### src/sv/dhms_pkg.sv
// Shared types, widths and codes of the delta header message splitter.
package dhms_pkg;

  // Field widths fixed by the item formats.
  localparam int BYTE_W   = 8;
  localparam int SIZE_W   = 16;
  localparam int OFFSET_W = 16;
  localparam int COUNT_W  = 11;
  localparam int STATUS_W = 3;

  // Default width of the running byte position.
  localparam int POSITION_BITS_DEF = 16;

  // Reset value of the message limit register.
  localparam logic [COUNT_W-1:0] MAX_MSG_RESET = COUNT_W'(64);

  // Largest value the message counter can hold; it saturates there.
  localparam logic [COUNT_W-1:0] COUNT_MAX = '1;

  // Header bits that must be clear in a valid header byte.
  localparam logic [BYTE_W-1:0] HEADER_RESERVED = 8'hF0;

  // End status codes.
  localparam logic [STATUS_W-1:0] ST_OK          = 3'd0;
  localparam logic [STATUS_W-1:0] ST_BAD_HEADER  = 3'd1;
  localparam logic [STATUS_W-1:0] ST_HEADER_CUT  = 3'd2;
  localparam logic [STATUS_W-1:0] ST_PAYLOAD_CUT = 3'd3;
  localparam logic [STATUS_W-1:0] ST_UNKNOWN     = 3'd4;
  localparam logic [STATUS_W-1:0] ST_LIMIT       = 3'd5;

  // One result item.
  typedef struct packed {
    logic                message_valid;
    logic [OFFSET_W-1:0] payload_offset;
    logic [SIZE_W-1:0]   payload_length;
    logic [BYTE_W-1:0]   protocol_id;
    logic [BYTE_W-1:0]   message_flags;
    logic                buffer_end;
    logic [STATUS_W-1:0] end_status;
    logic [COUNT_W-1:0]  message_count;
  } result_t;

endpackage

### src/sv/dhms_if.sv
// Valid/ready channel interfaces for the input bytes and the result items.
interface dhms_in_if;
  logic                          valid;
  logic                          ready;
  logic [dhms_pkg::BYTE_W-1:0]   data_byte;
  logic                          last_byte;

  modport source (output valid, output data_byte, output last_byte, input ready);
  modport sink   (input valid, input data_byte, input last_byte, output ready);
endinterface

interface dhms_out_if;
  logic                          valid;
  logic                          ready;
  logic                          message_valid;
  logic [dhms_pkg::OFFSET_W-1:0] payload_offset;
  logic [dhms_pkg::SIZE_W-1:0]   payload_length;
  logic [dhms_pkg::BYTE_W-1:0]   protocol_id;
  logic [dhms_pkg::BYTE_W-1:0]   message_flags;
  logic                          buffer_end;
  logic [dhms_pkg::STATUS_W-1:0] end_status;
  logic [dhms_pkg::COUNT_W-1:0]  message_count;

  modport source (output valid, output message_valid, output payload_offset,
                  output payload_length, output protocol_id, output message_flags,
                  output buffer_end, output end_status, output message_count,
                  input ready);
  modport sink   (input valid, input message_valid, input payload_offset,
                  input payload_length, input protocol_id, input message_flags,
                  input buffer_end, input end_status, input message_count,
                  output ready);
endinterface

### src/sv/dhms_parser.sv
// Header and payload parser: per-buffer state, one byte per step.
module dhms_parser #(
  parameter int POSITION_BITS = dhms_pkg::POSITION_BITS_DEF
) (
  input  logic                         clk,
  input  logic                         rst_n,
  input  logic                         step,
  input  logic [dhms_pkg::BYTE_W-1:0]  data_byte,
  input  logic                         last_byte,
  input  logic                         cfg_we,
  input  logic [dhms_pkg::COUNT_W-1:0] cfg_data,
  output logic                         res_valid,
  output dhms_pkg::result_t            res
);

  typedef enum logic [2:0] {
    PH_HEADER, PH_FLAGS, PH_SIZE_HI, PH_SIZE_LO, PH_PROTO, PH_SKIP, PH_PAYLOAD, PH_STOP
  } phase_t;

  phase_t                          phase_r, phase_nxt;
  logic [3:0]                      pending_r, pending_nxt;
  logic [dhms_pkg::BYTE_W-1:0]     flags_r, flags_nxt;
  logic [dhms_pkg::SIZE_W-1:0]     size_r, size_nxt;
  logic                            size_known_r, size_known_nxt;
  logic [dhms_pkg::BYTE_W-1:0]     proto_r, proto_nxt;
  logic                            proto_known_r, proto_known_nxt;
  logic [POSITION_BITS-1:0]        pos_r, pos_nxt;
  logic [dhms_pkg::SIZE_W-1:0]     left_r, left_nxt;
  logic [POSITION_BITS-1:0]        start_r, start_nxt;
  logic [dhms_pkg::COUNT_W-1:0]    seen_r, seen_nxt;
  logic [dhms_pkg::STATUS_W-1:0]   stop_r, stop_nxt;
  logic [dhms_pkg::COUNT_W-1:0]    max_r;

  logic                            done;
  logic                            do_adv;
  logic                            halt;
  logic [dhms_pkg::STATUS_W-1:0]   halt_code;
  logic [3:0]                      pend_tmp;

  // Next state and result for the byte at hand.
  always_comb begin
    phase_nxt       = phase_r;
    pending_nxt     = pending_r;
    flags_nxt       = flags_r;
    size_nxt        = size_r;
    size_known_nxt  = size_known_r;
    proto_nxt       = proto_r;
    proto_known_nxt = proto_known_r;
    pos_nxt         = pos_r;
    left_nxt        = left_r;
    start_nxt       = start_r;
    seen_nxt        = seen_r;
    stop_nxt        = stop_r;
    done            = 1'b0;
    do_adv          = 1'b0;
    halt            = 1'b0;
    halt_code       = dhms_pkg::ST_OK;
    pend_tmp        = pending_r;

    // Consume the byte according to the current phase.
    case (phase_r)
      PH_HEADER: begin
        if (seen_r >= max_r) begin
          halt      = 1'b1;
          halt_code = dhms_pkg::ST_LIMIT;
        end else if ((data_byte & dhms_pkg::HEADER_RESERVED) != '0 ||
                     (data_byte == '0 && !size_known_r)) begin
          halt      = 1'b1;
          halt_code = dhms_pkg::ST_BAD_HEADER;
        end else begin
          pend_tmp = data_byte[3:0];
          do_adv   = 1'b1;
        end
      end
      PH_FLAGS: begin
        flags_nxt = data_byte;
        pend_tmp  = pending_r & 4'b1110;
        do_adv    = 1'b1;
      end
      PH_SIZE_HI: begin
        size_nxt  = {data_byte, 8'h00};
        phase_nxt = PH_SIZE_LO;
      end
      PH_SIZE_LO: begin
        size_nxt       = {size_r[15:8], data_byte};
        size_known_nxt = 1'b1;
        pend_tmp       = pending_r & 4'b1101;
        do_adv         = 1'b1;
      end
      PH_PROTO: begin
        proto_nxt       = data_byte;
        proto_known_nxt = 1'b1;
        pend_tmp        = pending_r & 4'b1011;
        do_adv          = 1'b1;
      end
      PH_SKIP: begin
        pend_tmp = pending_r & 4'b0111;
        do_adv   = 1'b1;
      end
      PH_PAYLOAD: begin
        left_nxt = left_r - 1'b1;
        if (left_nxt == '0) begin
          phase_nxt = PH_HEADER;
          done      = 1'b1;
        end
      end
      default: begin
      end
    endcase

    // Go to the next announced field, or close the header.
    if (do_adv) begin
      pending_nxt = pend_tmp;
      if (pend_tmp[0]) begin
        phase_nxt = PH_FLAGS;
      end else if (pend_tmp[1]) begin
        phase_nxt = PH_SIZE_HI;
      end else if (pend_tmp[2]) begin
        phase_nxt = PH_PROTO;
      end else if (pend_tmp[3]) begin
        phase_nxt = PH_SKIP;
      end else if (!size_known_nxt || !proto_known_nxt) begin
        halt      = 1'b1;
        halt_code = dhms_pkg::ST_UNKNOWN;
      end else begin
        start_nxt = pos_r + 1'b1;
        if (size_nxt == '0) begin
          phase_nxt = PH_HEADER;
          done      = 1'b1;
        end else begin
          left_nxt  = size_nxt;
          phase_nxt = PH_PAYLOAD;
        end
      end
    end

    // Stop parsing for the rest of the buffer.
    if (halt) begin
      phase_nxt   = PH_STOP;
      stop_nxt    = halt_code;
      pending_nxt = '0;
    end

    if (done && seen_r != dhms_pkg::COUNT_MAX) begin
      seen_nxt = seen_r + 1'b1;
    end

    // Build the result item.
    res_valid          = step && (done || last_byte);
    res                = '0;
    res.message_valid  = done;
    res.message_count  = seen_nxt;
    if (done) begin
      res.payload_offset = dhms_pkg::OFFSET_W'(start_nxt);
      res.payload_length = size_nxt;
      res.protocol_id    = proto_nxt;
      res.message_flags  = flags_nxt;
    end
    if (last_byte) begin
      res.buffer_end = 1'b1;
      case (phase_nxt)
        PH_STOP:    res.end_status = stop_nxt;
        PH_HEADER:  res.end_status = dhms_pkg::ST_OK;
        PH_PAYLOAD: res.end_status = dhms_pkg::ST_PAYLOAD_CUT;
        default:    res.end_status = dhms_pkg::ST_HEADER_CUT;
      endcase
    end

    // The last byte restarts all per-buffer state.
    if (last_byte) begin
      phase_nxt       = PH_HEADER;
      pending_nxt     = '0;
      flags_nxt       = '0;
      size_nxt        = '0;
      size_known_nxt  = 1'b0;
      proto_nxt       = '0;
      proto_known_nxt = 1'b0;
      pos_nxt         = '0;
      left_nxt        = '0;
      start_nxt       = '0;
      seen_nxt        = '0;
      stop_nxt        = dhms_pkg::ST_OK;
    end else begin
      pos_nxt = pos_r + 1'b1;
    end
  end

  // Parser state and the message limit register.
  always_ff @(posedge clk) begin
    if (!rst_n) begin
      phase_r       <= PH_HEADER;
      pending_r     <= '0;
      flags_r       <= '0;
      size_r        <= '0;
      size_known_r  <= 1'b0;
      proto_r       <= '0;
      proto_known_r <= 1'b0;
      pos_r         <= '0;
      left_r        <= '0;
      start_r       <= '0;
      seen_r        <= '0;
      stop_r        <= dhms_pkg::ST_OK;
      max_r         <= dhms_pkg::MAX_MSG_RESET;
    end else begin
      if (cfg_we) begin
        max_r <= cfg_data;
      end
      if (step) begin
        phase_r       <= phase_nxt;
        pending_r     <= pending_nxt;
        flags_r       <= flags_nxt;
        size_r        <= size_nxt;
        size_known_r  <= size_known_nxt;
        proto_r       <= proto_nxt;
        proto_known_r <= proto_known_nxt;
        pos_r         <= pos_nxt;
        left_r        <= left_nxt;
        start_r       <= start_nxt;
        seen_r        <= seen_nxt;
        stop_r        <= stop_nxt;
      end
    end
  end

endmodule

### src/sv/delta_header_message_splitter_top.sv
// Top level: input register, parser and a two-entry result buffer.
// A byte waits in the input register; its result item is registered in the head or skid entry.
// Throughput: one byte per cycle with skid free; input register and skid entry decouple stalls.
// Synchronous active-low reset clears the parser state and the buffer and sets the limit to 64.
// The message limit register keeps its value across buffer ends.
module delta_header_message_splitter_top #(
  parameter int POSITION_BITS = dhms_pkg::POSITION_BITS_DEF
) (
  input  logic                         clk,
  input  logic                         rst_n,
  dhms_in_if.sink                      in_ch,
  dhms_out_if.source                   out_ch,
  input  logic                         cfg_we,
  input  logic [dhms_pkg::COUNT_W-1:0] cfg_data
);

  logic                        in_valid_r;
  logic [dhms_pkg::BYTE_W-1:0] in_byte_r;
  logic                        in_last_r;
  logic                        in_accept;
  logic                        proc;

  logic                        res_valid;
  dhms_pkg::result_t           res;

  logic                        head_valid_r, head_valid_nxt;
  logic                        skid_valid_r, skid_valid_nxt;
  dhms_pkg::result_t           head_r, head_nxt;
  dhms_pkg::result_t           skid_r, skid_nxt;
  logic                        pop;

  // Input register: a byte is processed when the skid entry is free.
  assign proc         = in_valid_r && !skid_valid_r;
  assign in_ch.ready  = !in_valid_r || proc;
  assign in_accept    = in_ch.valid && in_ch.ready;

  always_ff @(posedge clk) begin
    if (!rst_n) begin
      in_valid_r <= 1'b0;
    end else if (in_accept) begin
      in_valid_r <= 1'b1;
    end else if (proc) begin
      in_valid_r <= 1'b0;
    end
  end

  always_ff @(posedge clk) begin
    if (in_accept) begin
      in_byte_r <= in_ch.data_byte;
      in_last_r <= in_ch.last_byte;
    end
  end

  dhms_parser #(
    .POSITION_BITS (POSITION_BITS)
  ) u_parser (
    .clk       (clk),
    .rst_n     (rst_n),
    .step      (proc),
    .data_byte (in_byte_r),
    .last_byte (in_last_r),
    .cfg_we    (cfg_we),
    .cfg_data  (cfg_data),
    .res_valid (res_valid),
    .res       (res)
  );

  // Two-entry result buffer: head drives the port, skid catches a stalled push.
  assign pop = head_valid_r && out_ch.ready;

  always_comb begin
    head_valid_nxt = head_valid_r;
    skid_valid_nxt = skid_valid_r;
    head_nxt       = head_r;
    skid_nxt       = skid_r;
    if (pop) begin
      if (skid_valid_r) begin
        head_nxt       = skid_r;
        head_valid_nxt = 1'b1;
        skid_valid_nxt = res_valid;
        skid_nxt       = res;
      end else begin
        head_valid_nxt = res_valid;
        head_nxt       = res;
      end
    end else if (!head_valid_r) begin
      head_valid_nxt = res_valid;
      head_nxt       = res;
    end else if (res_valid) begin
      skid_valid_nxt = 1'b1;
      skid_nxt       = res;
    end
  end

  always_ff @(posedge clk) begin
    if (!rst_n) begin
      head_valid_r <= 1'b0;
      skid_valid_r <= 1'b0;
    end else begin
      head_valid_r <= head_valid_nxt;
      skid_valid_r <= skid_valid_nxt;
    end
  end

  always_ff @(posedge clk) begin
    head_r <= head_nxt;
    skid_r <= skid_nxt;
  end

  // Output port.
  assign out_ch.valid          = head_valid_r;
  assign out_ch.message_valid  = head_r.message_valid;
  assign out_ch.payload_offset = head_r.payload_offset;
  assign out_ch.payload_length = head_r.payload_length;
  assign out_ch.protocol_id    = head_r.protocol_id;
  assign out_ch.message_flags  = head_r.message_flags;
  assign out_ch.buffer_end     = head_r.buffer_end;
  assign out_ch.end_status     = head_r.end_status;
  assign out_ch.message_count  = head_r.message_count;

  // The skid entry only fills behind an occupied head.
  assert property (@(posedge clk) disable iff (!rst_n) skid_valid_r |-> head_valid_r)
    else $error("skid entry holds an item while the head is empty");

  // A processed byte never finds the buffer full.
  assert property (@(posedge clk) disable iff (!rst_n)
    (res_valid && head_valid_r && !pop) |-> !skid_valid_r)
    else $error("result buffer overflow");

  // An end status is only given with the buffer end.
  assert property (@(posedge clk) disable iff (!rst_n)
    (out_ch.valid && !out_ch.buffer_end) |-> (out_ch.end_status == dhms_pkg::ST_OK))
    else $error("end status given without buffer end");

  // Descriptor fields are zero when no message is carried.
  assert property (@(posedge clk) disable iff (!rst_n)
    (out_ch.valid && !out_ch.message_valid) |->
      (out_ch.payload_length == '0 && out_ch.payload_offset == '0 &&
       out_ch.protocol_id == '0 && out_ch.message_flags == '0))
    else $error("descriptor fields set without a message");

endmodule
### src/flat_wrapper.sv
// flat-port wrapper written by rule: the top's interface ports become plain ports
module delta_header_message_splitter_top_flat 
#(
  parameter int POSITION_BITS = dhms_pkg::POSITION_BITS_DEF
)
  (clk, rst_n, cfg_we, cfg_data, in_ch_valid, in_ch_data_byte, in_ch_last_byte, in_ch_ready, out_ch_valid, out_ch_message_valid, out_ch_payload_offset, out_ch_payload_length, out_ch_protocol_id, out_ch_message_flags, out_ch_buffer_end, out_ch_end_status, out_ch_message_count, out_ch_ready);
  dhms_in_if in_ch_i ();
  dhms_out_if out_ch_i ();
  input  logic clk;
  input  logic rst_n;
  input  logic cfg_we;
  input  logic [dhms_pkg::COUNT_W-1:0] cfg_data;
  input wire logic [$bits(in_ch_i.valid)-1:0] in_ch_valid;
  input wire logic [$bits(in_ch_i.data_byte)-1:0] in_ch_data_byte;
  input wire logic [$bits(in_ch_i.last_byte)-1:0] in_ch_last_byte;
  output wire logic [$bits(in_ch_i.ready)-1:0] in_ch_ready;
  output wire logic [$bits(out_ch_i.valid)-1:0] out_ch_valid;
  output wire logic [$bits(out_ch_i.message_valid)-1:0] out_ch_message_valid;
  output wire logic [$bits(out_ch_i.payload_offset)-1:0] out_ch_payload_offset;
  output wire logic [$bits(out_ch_i.payload_length)-1:0] out_ch_payload_length;
  output wire logic [$bits(out_ch_i.protocol_id)-1:0] out_ch_protocol_id;
  output wire logic [$bits(out_ch_i.message_flags)-1:0] out_ch_message_flags;
  output wire logic [$bits(out_ch_i.buffer_end)-1:0] out_ch_buffer_end;
  output wire logic [$bits(out_ch_i.end_status)-1:0] out_ch_end_status;
  output wire logic [$bits(out_ch_i.message_count)-1:0] out_ch_message_count;
  input wire logic [$bits(out_ch_i.ready)-1:0] out_ch_ready;
  assign in_ch_i.valid = in_ch_valid;
  assign in_ch_i.data_byte = in_ch_data_byte;
  assign in_ch_i.last_byte = in_ch_last_byte;
  assign in_ch_ready = in_ch_i.ready;
  assign out_ch_valid = out_ch_i.valid;
  assign out_ch_message_valid = out_ch_i.message_valid;
  assign out_ch_payload_offset = out_ch_i.payload_offset;
  assign out_ch_payload_length = out_ch_i.payload_length;
  assign out_ch_protocol_id = out_ch_i.protocol_id;
  assign out_ch_message_flags = out_ch_i.message_flags;
  assign out_ch_buffer_end = out_ch_i.buffer_end;
  assign out_ch_end_status = out_ch_i.end_status;
  assign out_ch_message_count = out_ch_i.message_count;
  assign out_ch_i.ready = out_ch_ready;
  delta_header_message_splitter_top #(.POSITION_BITS(POSITION_BITS)) u_core (.clk(clk), .rst_n(rst_n), .in_ch(in_ch_i), .out_ch(out_ch_i), .cfg_we(cfg_we), .cfg_data(cfg_data));
endmodule
### config.mk
export PLATFORM = sky130hd
export DESIGN_NAME = delta_header_message_splitter_top_flat
export DESIGN_NICKNAME = d
export VERILOG_FILES = /design/src/sv/dhms_pkg.sv /design/src/sv/dhms_if.sv /design/src/sv/dhms_parser.sv /design/src/sv/delta_header_message_splitter_top.sv /design/src/flat_wrapper.sv
export SDC_FILE = /design/constraint.sdc
export NUM_CORES = 1
export LEC_CHECK = 0
export CAP_MARGIN = 20
export CELL_PAD_IN_SITES_DETAIL_PLACEMENT = 1
export CELL_PAD_IN_SITES_GLOBAL_PLACEMENT = 2
export CORE_UTILIZATION = 45
export CTS_BUF_LIST = sky130_fd_sc_hd__clkbuf_8
export DETAILED_ROUTE_END_ITERATION = 7
export DONT_BUFFER_PORTS = 1
export GPL_TIMING_DRIVEN = 1
export PLACE_DENSITY_LB_ADDON = 0.1
export SKIP_CTS_REPAIR_TIMING = 1
export SLEW_MARGIN = 20
export SYNTH_ARGS = -nofsm -noshare
export SYNTH_HDL_FRONTEND = slang
export SYNTH_SLANG_ARGS = --single-unit
### constraint.sdc
create_clock -name clk -period 24 [get_ports clk]
set_input_delay 1.2 -clock clk [delete_from_list [all_inputs] [get_ports clk]]
set_output_delay 1.2 -clock clk [all_outputs]
set_load 0.005 [all_outputs]
==> results of run 1 <==
-- cells in the mapped netlist (all sizes together), types with 28 or more instances --
library cell    n
a21oi          62
dfxtp         117
edfxtp        137
nand3          30
o31ai          51
nand2         112
a22oi          59
inv            28
nor2          191
mux2i          52
o21ai          44
clkbuf         59
-- power groups by stage --
| stage | clock [W] | sequential, W | combinational [W] |
|---|---|---|---|
| floorplan | 0 | 0.000475 | 0.0000317 |
| global placement | 0 | 0.000478 | 0.0000440 |
| detailed placement | 0 | 0.000478 | 0.0000445 |
| CTS | 0.000390 | 0.000469 | 0.0000446 |
| global route | 0.000413 | 0.000470 | 0.0000485 |
| finish | 0.000381 | 0.000469 | 0.0000446 |
-- flip-flops by register name, indices dropped and copies added (netlist names), 3 cells and up --
signal,flops
u_core.in_byte_r,8
u_core.skid_r,64
u_core.out_ch.end_status,3
u_core.u_parser.phase_r,3
u_core.u_parser.start_r,16
u_core.u_parser.max_r,11
u_core.u_parser.pending_r,4
u_core.u_parser.seen_r,11
u_core.u_parser.flags_r,8
u_core.out_ch.message_flags,8
u_core.u_parser.proto_r,8
u_core.out_ch.message_count,11
u_core.out_ch.payload_offset,16
u_core.u_parser.pos_r,16
u_core.u_parser.size_r,16
u_core.out_ch.protocol_id,8
u_core.out_ch.payload_length,16
u_core.u_parser.left_r,16
u_core.u_parser.stop_r,3
-- worst max-delay path by stage --
stage,end,slack [ns]
detailed placement,u_core.skid_r[15],19.18
CTS,u_core.skid_r[25],19.18
global route,u_core.skid_r[61],18.82
global placement,u_core.skid_r[24],19.33
finish,u_core.skid_r[17],19.13
floorplan,u_core.skid_r[0],16.03
-- logic make-up (layout without fill, tap and decap cells) --
| family | Yosys count | after routing |
|---|---|---|
| adder cells (fa/ha/maj) | 15 | 15 |
| multiplexers | 71 | 71 |
| buffers and inverters | 107 | 126 |
| flip-flops | 254 | 254 |
| XOR/XNOR | 27 | 27 |
| AND/OR/NAND/NOR | 478 | 478 |
| AO/OA/AOI/OAI | 270 | 270 |
-- worst max-delay path: cells and delay by family (launching register included) --
| family | cells | cell delay [ns] |
|---|---|---|
| AOI/OAI and AO/OA | 4 | 1.52 |
| and+or+nand+nor | 3 | 1.47 |
| DFF | 1 | 0.82 |
| buffers and inverters | 1 | 0.63 |
-- final cells by class --
type,instances,area (um^2)
clock buffer,46,633
clock inverter,37,205
fill,2907,13000
inverter,29,109
multi-input combinational,861,5270
sequential,254,6460
tap,335,419
timing repair buffer,14,105
-- routing by layer --
metal  part of all wire [%]  global-route usage [%]
met5                      0                       0
met4                    2.3                    7.48
met3                    4.7                    4.10
met2                     44                    38.9
met1                     49                    35.7
-- metrics by stage --
step           util, %  setup WS (ns)  hold WS [ns]
3_5_place_dp      47.1          19.18         0.462
6_report          50.4          19.13         0.470
4_1_cts           50.3          19.18         0.476
3_3_place_gp      47.1          19.33         0.454
2_1_floorplan        -          16.03         0.428
5_1_grt           50.4          18.82         0.521
==> results.md, run 1 <==
* Status: finished with violations
* Failing checks: DRC
* Switching pwr at 0.000220 W
* Leakage power at 4.65 nW
* Layout cell share with drive strength beyond 1 at 9.43%
* Cts bufs inserted at 45
* # diodes at 0
* CP Capture Type: flop
* Synthesis warning total at 0
* Sw Ratio at 24.6%
* Largest net degree at the start of global routing at 101
* Hold Crit Start: u_core.u_parser.proto_known_r
* Required time worst endpoint at 24.19 ns
* Slew @ Worst Pin at 1.07 ns
* Critical path's largest stage delay at 0.98 ns
* Seq pwr share at 52.4%
* Placed instance area at 0.0124 mm^2
* Cells after Synth at 1,222
* Critical path launch point: u_core.u_parser.phase_r[2]
* ANT nets after route at 0
* Initial DRC Count at 731
* Post-Synth XOR/XNOR Area at 1.95%
* I/O Buffers at 0
* Reg-to-Reg Start: u_core.u_parser.phase_r[2]
* Gr usage total at 25.0%
* Worst VDD drop at 54.3 uV
* Startpoint class of the critical path: flop
* Final Instance Count excl. Fillers at 1,576
* Clock power frac at 42.6%
* Drt total wl at 34.3 mm
* Pwr per Cell Area at 67.8 mW/mm^2
* Adder-cell share of the synthesized area at 1.55%
* First-pass GRT wire length at 54.3 mm
* Critical-path maximum fanout at 49
* Dominant synthesized flop cell: edfxtp_1
* Die X at 166 um
* DP Wirelength at 23.3 mm
* Sequential fraction of the synthesis area at 53.3%
* DRC Markers at 12
* Critical path class: flop to flop
* Sink Count at 254
* Worst Skew at 0.0326 ns
* Period minus WS final at 4.87 ns
* Final Hold Fails at 0
* Total Die Area at 0.0276 mm^2
* Post-Syn Nets at 1,262
* Placed cells at 1,492
* Netlist cell types at 71
* Clock transition at path regs at 0.06 ns
* Total grt overflow at 0
* Worst min-delay path class: flop to flop
* Routed vias/inst at 5.94
* Synth top area share at 33.9%
* Flops & latches, synth at 254
* Most frequent cells in the layout: nor2_1 (191), edfxtp_1 (137), dfxtp_1 (117), nand2_1 (110), a21oi_1 (61)
* Pwr Total at 0.000895 W
* Vias in the first global route at 9,372
* I/O Pins at 91
* Fin area at 0.0132 mm^2
* DIE HEIGHT at 166 um
* Most common cell after layout, fill and taps aside: nor2_1
* Worst R2R End: u_core.skid_r[17]
* Clock Path Buffers at 3
* EDFF count, synth at 137
* Synthesis-to-layout area growth at 8.92%
* Clock latency on the worst-skew pair at 0.57 ns
* Hold Path Depth at 2
* Compound-cell area share of the yosys netlist at 14.9%
* H-tree depth at 2
* Area leader, netlist: edfxtp_1
* Starting Density at 46.2%
* Top cells by area, synth: edfxtp_1 (34%), dfxtp_1 (19%), nor2_1 (5.9%)
* Slowest CP cell: nor3b_2
* Max Fclk at 0.206 GHz
* Largest family of logic cells by synthesized area: simple AND/OR/NAND/NOR gates
* Post-Synth Simple-Gate Area at 18.7%
* Routability congestion estimate at 0.847
* Vias at 9,359
* Crit path DAT at 5.05 ns
* R2R Setup Slk at 19.13 ns
* Gate power share at 5.0%
* Asr flop ratio synth at 0%
* 1st-pass router iterations at 8
* Core footprint at 0.0262 mm^2
* Fin Setup TNS at 0 ns
* Routed length per instance at 21.8 um
* CTS Root Cell: clkbuf_8
* CP Cell Sequence: nor3b_2 -> nand2_1 -> and2_1 -> a2111oi_4 -> a41o_1 -> o21ai_0 -> o21ai_4 -> buf_4
* Final Cycle Share at 20.3%
* Final Setup Violations at 0
* Row count at 59
* R2R cell count at 8
* Post-synthesis mux area share at 6.06%
* Mapped cell area at 0.0121 mm^2
* Nets at 1,245
* Avg Cell Area, Syn at 9.92 um^2
* TritonCTS clock tree: done
* Power Internal at 0.000675 W
* Max-slew violations at 0
* RSZ-0062 raised after global routing: no
* Max_cap viols at 0
* Slew headroom at 28.1%
* Hold endpoint: u_core.u_parser.proto_known_r
* Initial antenna violation count at 0
Note: power is estimated with default switching activity, not from simulation.
==> run 2, diff against run 1 <==
Settings changed: CORE_UTILIZATION 45 to 43.
Clock period 24 ns to 4.9 ns, I/O delays scaled along.
==> results.md, run 2 (synthesis results as in run 1) <==
* Cts bufs inserted at 45
* Worst Skew at 0.0148 ns
* Critical-path maximum fanout at 14
* Slew @ Worst Pin at 0.929 ns
* Largest Register: u_core.skid_r
* Max Fclk at 0.239 GHz
* Final Util at 49.6%
* Power Internal at 0.00332 W
* Worst path top cell family by delay: compound AO/OA/AOI/OAI gates
* Worst min-delay path class: input pin to flop
* Gr usage total at 23.8%
* Initial DRC Count at 588
* CP Buf/Inv Count at 0
* Worst VDD drop at 179 uV
* Crit path DAT at 4.47 ns
* Switching pwr at 0.00108 W
* Routed length per instance at 20.9 um
* Slowest CP cell: a21oi_1
* Most common cell after layout, fill and taps aside: nor2_1
* RSZ-0062 raised after global routing: no
* Gate power share at 5.8%
* Vias at 9,525
* Final Cycle Share at 85.3%
* Seq pwr share at 52.2%
* Total grt overflow at 0
* Max_cap viols at 0
* Slew headroom at 37.9%
* Final Instance Count excl. Fillers at 1,662
* TritonCTS clock tree: done
* DIE HEIGHT at 170 um
* Routed vias/inst at 5.73
* Leakage power at 4.86 nW
* 1st-pass router iterations at 5
* Starting Density at 43.6%
* Period minus WS final at 4.18 ns
* Clock transition at path regs at 0.06 ns
* Final Setup Violations at 0
* Sink Count at 254
* I/O Pins at 91
* Row count at 61
* Flip-flop count of the largest register after layout at 64
* Clock Path Buffers at 3
* CP Capture Type: flop
* CTS Root Cell: clkbuf_8
* Status: complete, no violations
* Most frequent cells in the layout: nor2_1 (191), edfxtp_1 (137), dfxtp_1 (113), nand2_1 (110), a21oi_1 (61)
* DRC Markers at 0
* Sw Ratio at 24.5%
* Placed cells at 1,548
* Nets at 1,290
* Startpoint class of the critical path: flop
* Max-slew violations at 0
* Largest net degree at the start of global routing at 93
* Clock latency on the worst-skew pair at 0.55 ns
* Drt total wl at 34.7 mm
* Die X at 170 um
* Layout cell share with drive strength beyond 1 at 11.0%
* Routability congestion estimate at 0.872
* Vias in the first global route at 9,203
* Critical path class: flop to flop
* H-tree depth at 2
* First-pass GRT wire length at 53.4 mm
* Core footprint at 0.0278 mm^2
* Critical path's largest stage delay at 0.71 ns
* Synthesis-to-layout area growth at 13.6%
* Total Die Area at 0.0289 mm^2
* I/O Buffers at 0
* CP Cell Sequence: nand2b_1 -> a21oi_1 -> nand4_1 -> a2111oi_4 -> a41oi_4 -> or3_1 -> xnor2_1 -> mux2_2
* Pwr per Cell Area at 319 mW/mm^2
* DP Wirelength at 23.4 mm
* Final Hold Fails at 0
* Required time worst endpoint at 5.19 ns
* ANT nets after route at 0
* # diodes at 0
* Initial antenna violation count at 0
* Clock power frac at 42.1%
-- run 2: changes by cell type in the layout (fill, tap and decap cells not counted), sizes merged --
cell	before	now
buf	14	26
bufinv	2	1
clkbuf	46	49
clkinv	23	19
dlygate4sd3	0	33
-- run 2: area by class of cell --
class,instances,area (um^2)
Clock buffer,49,674
Clock inverter,32,159
Fill cell,3124,14000
Inverter,29,109
Multi-Input combinational cell,861,5340
Sequential cell,254,6470
Tap cell,378,473
Timing Repair Buffer,59,551
-- run 2: worst paths after layout --
check,from,endpoint,slack [ns],cells after the start
max,u_core.u_parser.phase_r[2],u_core.out_ch.message_count[5],0.72,8
min,out_ch_ready,u_core.out_ch.valid,0.001,3
max reg2reg,u_core.u_parser.phase_r[2],u_core.out_ch.message_count[5],0.72,8
min reg2reg,u_core.u_parser.pending_r[3],u_core.u_parser.pending_r[3],0.47,2
-- run 2: power by group through the flow --
| stage | Combinational (W) | Sequential, W | Clock, W |
|---|---|---|---|
| after floorplan | 0.000159 | 0.00232 | 0 |
| after global placement | 0.000222 | 0.00234 | 0 |
| after detailed placement | 0.000225 | 0.00234 | 0 |
| after CTS | 0.000227 | 0.00229 | 0.00190 |
| after global routing | 0.000276 | 0.00230 | 0.00199 |
| final | 0.000253 | 0.00229 | 0.00185 |
-- run 2: worst register-to-register path, cell delays in order (launching register included) --
cell and delay [ns]:
dfxtp_1 0.45, nand2b_1 0.50, a21oi_1 0.72, nand4_1 0.25, a2111oi_4 0.58, a41oi_4 0.42, or3_1 0.53, xnor2_1 0.19
mux2_2 0.30
-- run 2: routing by layer --
layer | vias to the layer above | wire length (um) | global-route usage [%]
met5 | - | 0 | 0
met4 | 0 | 923 | 7.44
met3 | 62 | 1400 | 4.12
met2 | 214 | 15600 | 36.8
met1 | 4725 | 16800 | 34.0
li1 | 4524 | - | -
-- run 2: stage by stage --
stage                     power (W)  setup TNS (ns)  area, um^2  hold WS [ns]  setup slack (ns)
after floorplan             0.00248         -154.04       12200         0.344             -2.41
after global placement      0.00256               0       12600         0.344             0.756
after detailed placement    0.00256               0       12600         0.344             0.698
after CTS                   0.00442               0       13400        -0.244             0.685
after global routing        0.00456               0       13800        0.0189             0.508
final                       0.00440               0       13800       0.00118             0.721
==> run 3, diff against run 2 <==
--- a/config.mk
+++ b/config.mk
@@ -15,3 +15,3 @@
 export GPL_TIMING_DRIVEN = 1
-export PLACE_DENSITY_LB_ADDON = 0.1
+export PLACE_DENSITY = 0.93
 export SKIP_CTS_REPAIR_TIMING = 1
==> constraint.sdc (replaced) <==
create_clock -name clk -period 4.9 [get_ports clk]
set_input_delay 0 -clock clk [delete_from_list [all_inputs] [get_ports clk]]
set_output_delay 0 -clock clk [all_outputs]
set_load 0.005 [all_outputs]
==> results.md, run 3 (synthesis results as in run 1) <==
* Sw Ratio at 24.3%
* H-tree depth at 2
* Pwr per Cell Area at 320 mW/mm^2
* M1 WL at 15.7 mm
* Final Cycle Share at 87.7%
* Worst min-delay path class: input pin to flop
* Max-slew violations at 0
* RSZ-0062 raised after global routing: no
* Placed instance area at 0.0126 mm^2
* Final Instance Count excl. Fillers at 1,659
* Sink Count at 254
* Clock power frac at 42.2%
* Crit path DAT at 4.59 ns
* Hold Path Depth at 1
* CTS Root Cell: clkbuf_8
* Drt total wl at 34.3 mm
* CP Capture Type: flop
* Worst VDD drop at 166 uV
* Total grt overflow at 0
* Slew @ Worst Pin at 0.954 ns
* Status: complete, no violations
* DIE HEIGHT at 170 um
* Hold endpoint: u_core.in_byte_r[4]
* Core footprint at 0.0278 mm^2
* Pwr Total at 0.00440 W
* R2R cell count at 7
* Hold_ws at 0.0200 ns
* Routed vias/inst at 5.81
* Period minus WS final at 4.30 ns
* Largest net degree at the start of global routing at 95
* Final Setup Violations at 0
* Clock transition at path regs at 0.06 ns
* Clock latency on the worst-skew pair at 0.56 ns
* Required time worst endpoint at 5.19 ns
* Vias in the first global route at 9,611
* Reg-to-Reg Start: u_core.u_parser.phase_r[1]
* Critical path's largest stage delay at 0.78 ns
* Critical path class: flop to flop
* Initial DRC Count at 761
* DP Wirelength at 22.8 mm
* Most common cell after layout, fill and taps aside: nor2_1
* Nets at 1,286
* Worst R2R End: u_core.out_ch.payload_length[2]
* Final WS setup at 0.601 ns
* Max_cap viols at 0
* Flip-flop count of the largest register after layout at 64
* Total Die Area at 0.0289 mm^2
* # diodes at 0
* Most frequent cells in the layout: nor2_1 (191), edfxtp_1 (137), dfxtp_1 (113), nand2_1 (111), a21oi_1 (61)
* Row count at 61
* Initial antenna violation count at 0
* Critical-path maximum fanout at 94
* Gr usage total at 23.5%
* Clock Path Buffers at 3
* R2R Setup Slk at 0.60 ns
* Max Fclk at 0.233 GHz
* Highest Signal Layer: met4
* Cts bufs inserted at 43
* Fin area at 0.0138 mm^2
* Die X at 170 um
* Placed cells at 1,546
* Leakage power at 4.87 nW
* Met3 Wirelength at 1.62 mm
* CP Cell Sequence: nand2b_1 -> a21oi_1 -> nand4_1 -> a2111oi_4 -> a41oi_4 -> buf_4 -> o31ai_1
* Synthesis-to-layout area growth at 13.5%
* I/O Pins at 91
* Pre-CTS setup slack at 0.657 ns
* Starting Density at 43.6%
* Routability congestion estimate at 0.873
* DRC Markers at 0
* Gate power share at 5.7%
* TritonCTS clock tree: done
* Final Hold Fails at 0
* Startpoint class of the critical path: flop
* Seq pwr share at 52.2%
* ANT nets after route at 0
* Switching pwr at 0.00107 W
* Largest Register: u_core.skid_r
* Power Internal at 0.00333 W
* Slowest CP cell: dfxtp_1
* Slew headroom at 36.2%
* 1st-pass router iterations at 5
* Routed length per instance at 20.7 um
* First-pass GRT wire length at 53.4 mm
* I/O Buffers at 0
* Worst Skew at 0.0250 ns
* Vias at 9,634
* Layout cell share with drive strength beyond 1 at 10.9%
* Hold Crit Start: in_ch_valid
* Wire length on met2 at 16.0 mm
## run 3: changes by cell type in the layout (fill, tap and decap cells not counted), sizes merged
cell and delta:
buf -2, clkinv -12, inv +8, clkinvlp +2, clkbuf +1
## run 3: how the worst max path moves through the flow
stage                               start  cells past startpoint                               to
2_1_floorplan   u_core.u_parser.seen_r[0]                     11                 u_core.skid_r[0]
3_3_place_gp          u_core.in_byte_r[4]                      8  u_core.out_ch.payload_length[2]
3_5_place_dp   u_core.u_parser.phase_r[1]                      7  u_core.out_ch.payload_length[2]
4_1_cts        u_core.u_parser.phase_r[1]                      7  u_core.out_ch.payload_length[2]
5_1_grt        u_core.u_parser.phase_r[1]                      7  u_core.out_ch.payload_length[2]
6_report       u_core.u_parser.phase_r[1]                      7  u_core.out_ch.payload_length[2]
## run 3: routing by layer
metal,up-vias,GRT usage [%]
met3,64,3.93
met4,0,8.19
met5,-,0
li1,4517,-
met1,4806,31.5
met2,247,38.4
## run 3: power groups by stage
stage / logic [W] / registers, W / clock network [W]
2_1_floorplan: 0.000159 / 0.00232 / 0
3_3_place_gp: 0.000212 / 0.00234 / 0
6_report: 0.000249 / 0.00230 / 0.00186
5_1_grt: 0.000270 / 0.00230 / 0.00199
3_5_place_dp: 0.000217 / 0.00234 / 0
4_1_cts: 0.000219 / 0.00230 / 0.00190
## run 3: final cells by class
| cell class | instances | area, um^2 |
|---|---|---|
| fill | 3116 | 14000 |
| timing repair buffer | 57 | 523 |
| sequential | 254 | 6470 |
| tap | 378 | 473 |
| multi-input combinational | 861 | 5340 |
| inverter | 29 | 109 |
| clock buffer | 50 | 688 |
| clock inverter | 30 | 156 |
## run 3: through the flow
stage	utilization, %	setup TNS [ns]
after CTS	48.3	0
after global routing	49.5	0
final	49.5	0
after floorplan	-	-154.04
after detailed placement	45.3	0
after global placement	45.3	0
## run 3: critical path: cells and delay by family, from the launching register on
family / cells / cell delay [ns]
DFF: 1 / 0.78
buffers and inverters: 1 / 0.49
AOI/OAI and AO/OA: 4 / 1.99
and+or+nand+nor: 2 / 0.77
